File: config.mk
export PLATFORM = sky130hd
export DESIGN_NAME = angle_unwrap_glitch_filter_flat
export DESIGN_NICKNAME = d
export VERILOG_FILES = /design/src/hw/rtl/aug_pkg.sv /design/src/hw/rtl/aug_if.sv /design/src/hw/rtl/aug_step.sv /design/src/hw/rtl/angle_unwrap_glitch_filter.sv /design/src/flat_wrapper.sv
export SDC_FILE = /design/constraint.sdc
export NUM_CORES = 1
export LEC_CHECK = 0
export ABC_AREA = 1
export BUFFER_PORTS_ARGS = -buffer_cell sky130_fd_sc_hd__buf_2
export CAP_MARGIN = 30
export CORE_MARGIN = 5
export CORE_UTILIZATION = 45
export CTS_BUF_LIST = sky130_fd_sc_hd__clkbuf_4
export DETAILED_ROUTE_END_ITERATION = 10
export PLACE_DENSITY = 0.62
export SYNTH_ARGS = -nofsm -noshare
export SYNTH_HDL_FRONTEND = slang
export SYNTH_HIERARCHICAL = 1
export SYNTH_SLANG_ARGS = --single-unit
File: constraint.sdc
create_clock -name clock -period 7.1 [get_ports clock]
set_input_delay 1.42 -clock clock [delete_from_list [all_inputs] [get_ports clock]]
set_output_delay 1.42 -clock clock [all_outputs]
set_load 0.02 [all_outputs]
File: src/hw/rtl/aug_pkg.sv
// ----------------------------------------------------------------------------
// aug_pkg
// Types and constants for the angle unwrap and glitch filter block.
// ----------------------------------------------------------------------------
package aug_pkg;

   localparam int AngleWidth  = 12;
   localparam int AccumWidth  = 32;
   localparam int OutAccWidth = 32;
   localparam int MissWidth   = 8;
   localparam int StepWidth   = AngleWidth + 1;
   localparam int CsrIdxWidth = 4;
   localparam int CsrDataWidth = 12;

   localparam logic signed [StepWidth-1:0] HalfTurn = StepWidth'(2048);
   localparam logic signed [StepWidth-1:0] FullTurn = StepWidth'(4096);
   localparam logic [MissWidth-1:0]        MissMax  = '1;

   localparam logic [AngleWidth-1:0] GlitchLimitReset = AngleWidth'(512);
   localparam logic [MissWidth-1:0]  MissLimitReset   = MissWidth'(30);

   typedef enum logic {
      OP_SAMPLE   = 1'b0,
      OP_SET_ZERO = 1'b1
   } op_type;

   typedef enum logic [CsrIdxWidth-1:0] {
      REG_GLITCH_LIMIT = 4'd0,
      REG_MISS_LIMIT   = 4'd1
   } reg_idx_type;

   typedef struct packed {
      logic [AngleWidth-1:0]        zero_offset;
      logic [AngleWidth-1:0]        last_good_raw;
      logic [AngleWidth-1:0]        previous_angle;
      logic                         first_sample;
      logic signed [AccumWidth-1:0] accumulated_angle;
      logic [MissWidth-1:0]         miss_counter;
      logic                         link_up;
   } track_state_type;

   typedef struct packed {
      logic [AngleWidth-1:0]         angle;
      logic signed [OutAccWidth-1:0] continuous_angle;
      logic                          glitch;
      logic                          connected;
   } result_type;

   typedef struct packed {
      logic [AngleWidth-1:0] glitch_limit;
      logic [MissWidth-1:0]  miss_limit;
   } cfg_type;

endpackage

File: src/hw/rtl/aug_if.sv
// ----------------------------------------------------------------------------
// aug_if
// Channel interfaces: sample requests, results and register writes.
// ----------------------------------------------------------------------------
interface aug_req_if;
   logic                             valid;
   logic                             ready;
   logic                             opcode;
   logic                             read_ok;
   logic [aug_pkg::AngleWidth-1:0]   raw_angle;

   modport source (output valid, opcode, read_ok, raw_angle, input ready);
   modport sink   (input valid, opcode, read_ok, raw_angle, output ready);
endinterface

interface aug_rsp_if;
   logic                                   valid;
   logic                                   ready;
   logic [aug_pkg::AngleWidth-1:0]         angle;
   logic signed [aug_pkg::OutAccWidth-1:0] continuous_angle;
   logic                                   glitch;
   logic                                   connected;

   modport source (output valid, angle, continuous_angle, glitch, connected, input ready);
   modport sink   (input valid, angle, continuous_angle, glitch, connected, output ready);
endinterface

interface aug_csr_if;
   logic                               valid;
   logic                               ready;
   logic [aug_pkg::CsrIdxWidth-1:0]    index;
   logic [aug_pkg::CsrDataWidth-1:0]   data;

   modport source (output valid, index, data, input ready);
   modport sink   (input valid, index, data, output ready);
endinterface

File: src/hw/rtl/aug_step.sv
// ----------------------------------------------------------------------------
// aug_step
// Per-sample update: raw selection, miss tracking, zero correction,
// shortest-step unwrap, glitch rejection and accumulation.
// ----------------------------------------------------------------------------
module aug_step (
   input  aug_pkg::track_state_type          state,
   input  aug_pkg::cfg_type                  cfg,
   input  logic                              opcode,
   input  logic                              read_ok,
   input  logic [aug_pkg::AngleWidth-1:0]    raw_angle,
   output aug_pkg::track_state_type          state_next,
   output aug_pkg::result_type               result
);

   logic [aug_pkg::AngleWidth-1:0]        raw;
   logic [aug_pkg::AngleWidth-1:0]        corrected;
   logic signed [aug_pkg::StepWidth-1:0]  diff;
   logic signed [aug_pkg::StepWidth-1:0]  step;
   logic [aug_pkg::StepWidth-1:0]         mag;
   logic                                  reject;

   always_comb begin
      raw       = read_ok ? raw_angle : state.last_good_raw;
      corrected = raw - state.zero_offset;
      diff      = $signed({1'b0, corrected}) - $signed({1'b0, state.previous_angle});
      if (diff < -aug_pkg::HalfTurn) begin
         step = diff + aug_pkg::FullTurn;
      end else if (diff > aug_pkg::HalfTurn) begin
         step = diff - aug_pkg::FullTurn;
      end else begin
         step = diff;
      end
      mag    = step[aug_pkg::StepWidth-1] ? aug_pkg::StepWidth'(-step) : step;
      reject = mag > {1'b0, cfg.glitch_limit};
   end

   always_comb begin
      state_next    = state;
      result.glitch = 1'b0;
      result.angle  = corrected;

      if (read_ok) begin
         state_next.last_good_raw = raw_angle;
         state_next.miss_counter  = '0;
         state_next.link_up       = 1'b1;
      end else begin
         if (state.miss_counter != aug_pkg::MissMax) begin
            state_next.miss_counter = state.miss_counter + 1'b1;
         end
         if (state_next.miss_counter > cfg.miss_limit) begin
            state_next.link_up = 1'b0;
         end
      end

      if (opcode == aug_pkg::OP_SET_ZERO) begin
         state_next.zero_offset       = raw;
         state_next.previous_angle    = '0;
         state_next.accumulated_angle = '0;
         state_next.first_sample      = 1'b1;
         result.angle                 = '0;
      end else if (state.first_sample) begin
         state_next.previous_angle = corrected;
         state_next.first_sample   = 1'b0;
      end else if (reject) begin
         result.glitch = 1'b1;
         result.angle  = state.previous_angle;
      end else begin
         state_next.accumulated_angle = state.accumulated_angle
                                      + aug_pkg::AccumWidth'(step);
         state_next.previous_angle    = corrected;
      end

      result.continuous_angle = aug_pkg::OutAccWidth'(state_next.accumulated_angle);
      result.connected        = state_next.link_up;
   end

endmodule

File: src/hw/rtl/angle_unwrap_glitch_filter.sv
// ----------------------------------------------------------------------------
// angle_unwrap_glitch_filter
// Unwraps 12-bit encoder samples into a signed continuous angle, with
// missed-read tracking, zeroing and glitch rejection.
// ----------------------------------------------------------------------------
//  channel   dir   contents
//  req_if    in    opcode, read_ok, raw_angle
//  rsp_if    out   angle, continuous_angle, glitch, connected
//  csr_if    in    index, data (glitch_limit, miss_limit)
//
//  One sample per cycle unless the result stalls; its result is registered
//  and shows in the next cycle. The tracking state updates in the cycle of
//  the transfer, through one add/compare path.
//  Reset clears the tracking state and loads glitch_limit 512, miss_limit 30.
//  A stalled result holds; a new sample is taken when the result register
//  is empty or being drained.
// ----------------------------------------------------------------------------
module angle_unwrap_glitch_filter (
   input  logic          clock,
   input  logic          reset,
   aug_req_if.sink       req_if,
   aug_rsp_if.source     rsp_if,
   aug_csr_if.sink       csr_if
);

   aug_pkg::track_state_type state_ff;
   aug_pkg::track_state_type state_in;
   aug_pkg::result_type      result_ff;
   aug_pkg::result_type      result_in;
   aug_pkg::cfg_type         cfg_ff;
   aug_pkg::cfg_type         cfg_in;
   logic                     rsp_valid_ff;
   logic                     rsp_valid_in;
   logic                     req_xfer;

   assign req_if.ready = !rsp_valid_ff || rsp_if.ready;
   assign req_xfer     = req_if.valid && req_if.ready;
   assign csr_if.ready = 1'b1;

   aug_step u_step (
      .state      (state_ff),
      .cfg        (cfg_ff),
      .opcode     (req_if.opcode),
      .read_ok    (req_if.read_ok),
      .raw_angle  (req_if.raw_angle),
      .state_next (state_in),
      .result     (result_in)
   );

   always_comb begin
      cfg_in = cfg_ff;
      if (csr_if.valid) begin
         unique case (csr_if.index)
            aug_pkg::REG_GLITCH_LIMIT: cfg_in.glitch_limit =
               aug_pkg::AngleWidth'(csr_if.data);
            aug_pkg::REG_MISS_LIMIT:   cfg_in.miss_limit =
               aug_pkg::MissWidth'(csr_if.data);
            default: cfg_in = cfg_ff;
         endcase
      end
      if (req_xfer) begin
         rsp_valid_in = 1'b1;
      end else if (rsp_if.ready) begin
         rsp_valid_in = 1'b0;
      end else begin
         rsp_valid_in = rsp_valid_ff;
      end
   end

   always_ff @(posedge clock) begin
      if (reset) begin
         cfg_ff.glitch_limit         <= aug_pkg::GlitchLimitReset;
         cfg_ff.miss_limit           <= aug_pkg::MissLimitReset;
         state_ff.zero_offset        <= '0;
         state_ff.last_good_raw      <= '0;
         state_ff.previous_angle     <= '0;
         state_ff.first_sample       <= 1'b1;
         state_ff.accumulated_angle  <= '0;
         state_ff.miss_counter       <= '0;
         state_ff.link_up            <= 1'b0;
         rsp_valid_ff                <= 1'b0;
      end else begin
         cfg_ff       <= cfg_in;
         rsp_valid_ff <= rsp_valid_in;
         if (req_xfer) begin
            state_ff <= state_in;
         end
      end
   end

   always_ff @(posedge clock) begin
      if (req_xfer) begin
         result_ff <= result_in;
      end
   end

   assign rsp_if.valid            = rsp_valid_ff;
   assign rsp_if.angle            = result_ff.angle;
   assign rsp_if.continuous_angle = result_ff.continuous_angle;
   assign rsp_if.glitch           = result_ff.glitch;
   assign rsp_if.connected        = result_ff.connected;

`ifndef ASSERT_OFF
   a_zero_result: assert property (@(posedge clock) disable iff (reset)
      req_xfer && (req_if.opcode == aug_pkg::OP_SET_ZERO) |=>
         rsp_if.valid && (rsp_if.angle == '0) && (rsp_if.continuous_angle == '0)
         && !rsp_if.glitch)
      else $error("set zero did not clear the result");

   a_good_read: assert property (@(posedge clock) disable iff (reset)
      req_xfer && req_if.read_ok |=>
         rsp_if.connected && (state_ff.miss_counter == '0))
      else $error("good read did not restore link");

   a_glitch_hold: assert property (@(posedge clock) disable iff (reset)
      req_xfer && result_in.glitch |=>
         (state_ff.accumulated_angle == $past(state_ff.accumulated_angle))
         && (state_ff.previous_angle == $past(state_ff.previous_angle))
         && (rsp_if.angle == $past(state_ff.previous_angle)))
      else $error("rejected step changed tracking state");
`endif

endmodule

File: src/flat_wrapper.sv
// flat-port wrapper written by rule: the top's interface ports become plain ports
module angle_unwrap_glitch_filter_flat 
  (clock, reset, req_if_valid, req_if_opcode, req_if_read_ok, req_if_raw_angle, req_if_ready, rsp_if_valid, rsp_if_angle, rsp_if_continuous_angle, rsp_if_glitch, rsp_if_connected, rsp_if_ready, csr_if_valid, csr_if_index, csr_if_data, csr_if_ready);
  aug_req_if req_if_i ();
  aug_rsp_if rsp_if_i ();
  aug_csr_if csr_if_i ();
  input  logic clock;
  input  logic reset;
  input wire logic [$bits(req_if_i.valid)-1:0] req_if_valid;
  input wire logic [$bits(req_if_i.opcode)-1:0] req_if_opcode;
  input wire logic [$bits(req_if_i.read_ok)-1:0] req_if_read_ok;
  input wire logic [$bits(req_if_i.raw_angle)-1:0] req_if_raw_angle;
  output wire logic [$bits(req_if_i.ready)-1:0] req_if_ready;
  output wire logic [$bits(rsp_if_i.valid)-1:0] rsp_if_valid;
  output wire logic [$bits(rsp_if_i.angle)-1:0] rsp_if_angle;
  output wire logic [$bits(rsp_if_i.continuous_angle)-1:0] rsp_if_continuous_angle;
  output wire logic [$bits(rsp_if_i.glitch)-1:0] rsp_if_glitch;
  output wire logic [$bits(rsp_if_i.connected)-1:0] rsp_if_connected;
  input wire logic [$bits(rsp_if_i.ready)-1:0] rsp_if_ready;
  input wire logic [$bits(csr_if_i.valid)-1:0] csr_if_valid;
  input wire logic [$bits(csr_if_i.index)-1:0] csr_if_index;
  input wire logic [$bits(csr_if_i.data)-1:0] csr_if_data;
  output wire logic [$bits(csr_if_i.ready)-1:0] csr_if_ready;
  assign req_if_i.valid = req_if_valid;
  assign req_if_i.opcode = req_if_opcode;
  assign req_if_i.read_ok = req_if_read_ok;
  assign req_if_i.raw_angle = req_if_raw_angle;
  assign req_if_ready = req_if_i.ready;
  assign rsp_if_valid = rsp_if_i.valid;
  assign rsp_if_angle = rsp_if_i.angle;
  assign rsp_if_continuous_angle = rsp_if_i.continuous_angle;
  assign rsp_if_glitch = rsp_if_i.glitch;
  assign rsp_if_connected = rsp_if_i.connected;
  assign rsp_if_i.ready = rsp_if_ready;
  assign csr_if_i.valid = csr_if_valid;
  assign csr_if_i.index = csr_if_index;
  assign csr_if_i.data = csr_if_data;
  assign csr_if_ready = csr_if_i.ready;
  angle_unwrap_glitch_filter u_core (.clock(clock), .reset(reset), .req_if(req_if_i), .rsp_if(rsp_if_i), .csr_if(csr_if_i));
endmodule
==> metrics.cfg <==
[run_status]
status=finished clean

[clock_tree]
cts.sinks=145
clkTransAtPathRegs_ns=0.14
cts_tree=yes
post_cts_resized=0
clock-root-buffer=clkbuf_4
cts.path.max_buffers=2
clock_latency_ns=0.56
cts_buffers=17
htree_levels=4
postCtsHoldBufs=0
cts_setup_buffers=0

[routing]
vias=9356
wire_per_inst_um=13.60
drc=0
dr.pass1.iters=7
drtAntennaViolNets=0
routed_wl_um=25440
drtIter0Drc=544
via_per_inst=5.001

[floorplanning]
core-area_um2=23260
die_area_um2=26590
start_util=0.4532
die_h_um=163.1
io_pins=84
rows=56
die_x_um=163.1

[pwr]
power.density_nw_per_um2=430.3
leakage_nw=5.383
peakVddDrop_uv=190.9

[synthesis]
muxShareOfSynthArea=0
synth_cells=1512
synth_top_family_by_area=simple AND/OR/NAND/NOR gates
synth_seq_cells=145
post-synth-top-area-fraction=0.1880
ys_warn_count=6
synth-compound-area-share=0.1478
ys_async_sr_fraction=0
synth_xor_area_frac=0.04154
synth_nets=1630
netlist_area_um2=10540
synth-simple-area-share=0.2551
synthDistinctLibCells=49
synth_fa_ha_area_frac=0.1007
synth.top_cells.by_area=dfxtp_1, edfxtp_1, ha_1
synth_edf_count=46
synthFlopType=dfxtp_1
ys_seq_area_frac=0.3191
avgSynthCellArea_um2=6.972
yosys.area.top_type=dfxtp_1

[worst_setup_path]
critPathKind=input pin to flip-flop
crit_arrival_ns=7.05
endpoint_kind=flip-flop
crit_path_max_fanout=18
cp_common_cell=nand2_1
ff2ff_path_depth=33
startpoint_type=input pin
cpMaxStageDelayCell=fa_1
max_stage_delay_ns=0.42
cp_data_required_time_ns=7.61

[layout]
final_cells=1871
finalNetCount=1656
fillCellCount=2403
syn2layout_area_growth_pct=6.837
drive_above_1_share=0.1141

[sta]
period_share=0.9212
relSlewSlack=0.3797
hold_violations=0
timing.hold.ws_ns=0.4763
drv_slew=0
tightest_slew_ns=0.9304
setup_tns_ns=0
clock.fmax_mhz=152.9
setup_viol=0
post-route-min-period_ns=6.540
rsz0062_at_grt=false
clock_skew_ns=0.02919

[grt]
grt_pass1_wl_um=42360
grt_pass1_vias=9001
grt_overflow=0
grt_max_degree=99
grtUsageTotal=0.1936
antenna_found_initial=1

[place]
dp_hpwl_um=18860
gp_congestion=0.9901
io_buffers=82
post-place-cells=1838

[min_path]
min-delay-path-class=flip-flop to flip-flop
holdPathStages=2

[job]
drv_cap=0

## where the power goes
part | switching, mW | internal, mW | total [mW]
sequential | 0.0518 | 0.994 | 1.05
combinational | 2.08 | 1.16 | 3.24
clock | 0.309 | 0.252 | 0.561
total | 2.44 | 2.40 | 4.85
## layout by cell type (no fill, tap or decap), types with 15 or more instances in the layout
master,n
a21oi_1,87
buf_2,82
buf_4,18
clkbuf_4,20
dfxtp_1,99
edfxtp_1,46
ha_1,80
inv_1,208
nand2_1,255
nand2_2,15
nand3_1,48
nand4_1,35
nor2_1,247
o21ai_0,147
xnor2_1,18
xor2_1,27
## through the flow
step / power (mW) / setup WS, ns / area (um2) / utilization
after global routing: 5.322 / 0.02155 / 11260 / 0.4841
final: 4.846 / 0.5596 / 11260 / 0.4841
after floorplan: 3.595 / 0.6003 / 10540 / -
after detailed placement: 4.265 / 0.04237 / 10970 / 0.4716
after CTS: 4.851 / 0.6297 / 11260 / 0.4840
after global placement: 4.242 / 0.1820 / 10920 / 0.4692
## sequential cells by signal, summed over array words and instances (netlist names)
register / flops
u_core/rsp_if.valid: 1
u_core/cfg_ff: 20
u_core/rsp_if.continuous_angle: 32
u_core/rsp_if.glitch: 1
u_core/state_ff: 78
u_core/rsp_if.angle: 12
u_core/rsp_if.connected: 1
## worst max-delay path: cells and delay by family
family                   cells  cell delay (ns)
AND/OR/NAND/NOR             17             1.75
AO/OA/AOI/OAI                8             1.51
adder cells (fa/ha/maj)      4             1.32
buffers and inverters        6             0.83
XOR/XNOR                     1             0.17
## layer usage
layer	part of all wire	vias to the layer above	GRT usage
li1	-	4901	-
met1	0.45	4261	0.2419
met2	0.50	161	0.3502
met3	0.034	33	0.03129
met4	0.017	0	0.04537
met5	0	-	0
## synth_stat cells, types with 13 or more instances
library cell    n
a21oi_1        87
buf_2          20
buf_4          49
clkbuf_1       20
dfxtp_1        99
edfxtp_1       46
ha_1           80
inv_1         209
nand2_1       255
nand2_2        15
nand3_1        48
nand4_1        35
nor2_1        247
nor3_1         13
o21ai_0       147
xnor2_1        18
xor2_1         27
## cell type report
cell class	count	area [um2]	share of cell area
tap	319	399.1	0.03544
timing repair buffer	104	640.6	0.05688
clock inverter	12	138.9	0.01233
antenna	1	2.502	0.0002222
sequential	145	3363	0.2986
multi-input combinational	1054	5749	0.5105
clock buffer	20	150.1	0.01333
inverter	216	818.3	0.07266
## path summary, 6_finish.rpt
| path | from | to | slack (ns) |
|---|---|---|---|
| min reg2reg | u_core/cfg_ff[2] | u_core/cfg_ff[2] | 0.48 |
| min | u_core/cfg_ff[2] | u_core/cfg_ff[2] | 0.48 |
| max reg2reg | u_core/state_ff[54] | u_core/state_ff[35] | 1.50 |
| max | req_if_read_ok | u_core/state_ff[35] | 0.56 |
## kinds of logic after synthesis
family | Yosys count
compound gates | 288
other cells | 1
xor+xnor | 47
buf+inv | 313
simple gates | 635
flops | 145
fa+ha+maj | 83
Power figures use the tool's default switching activity.
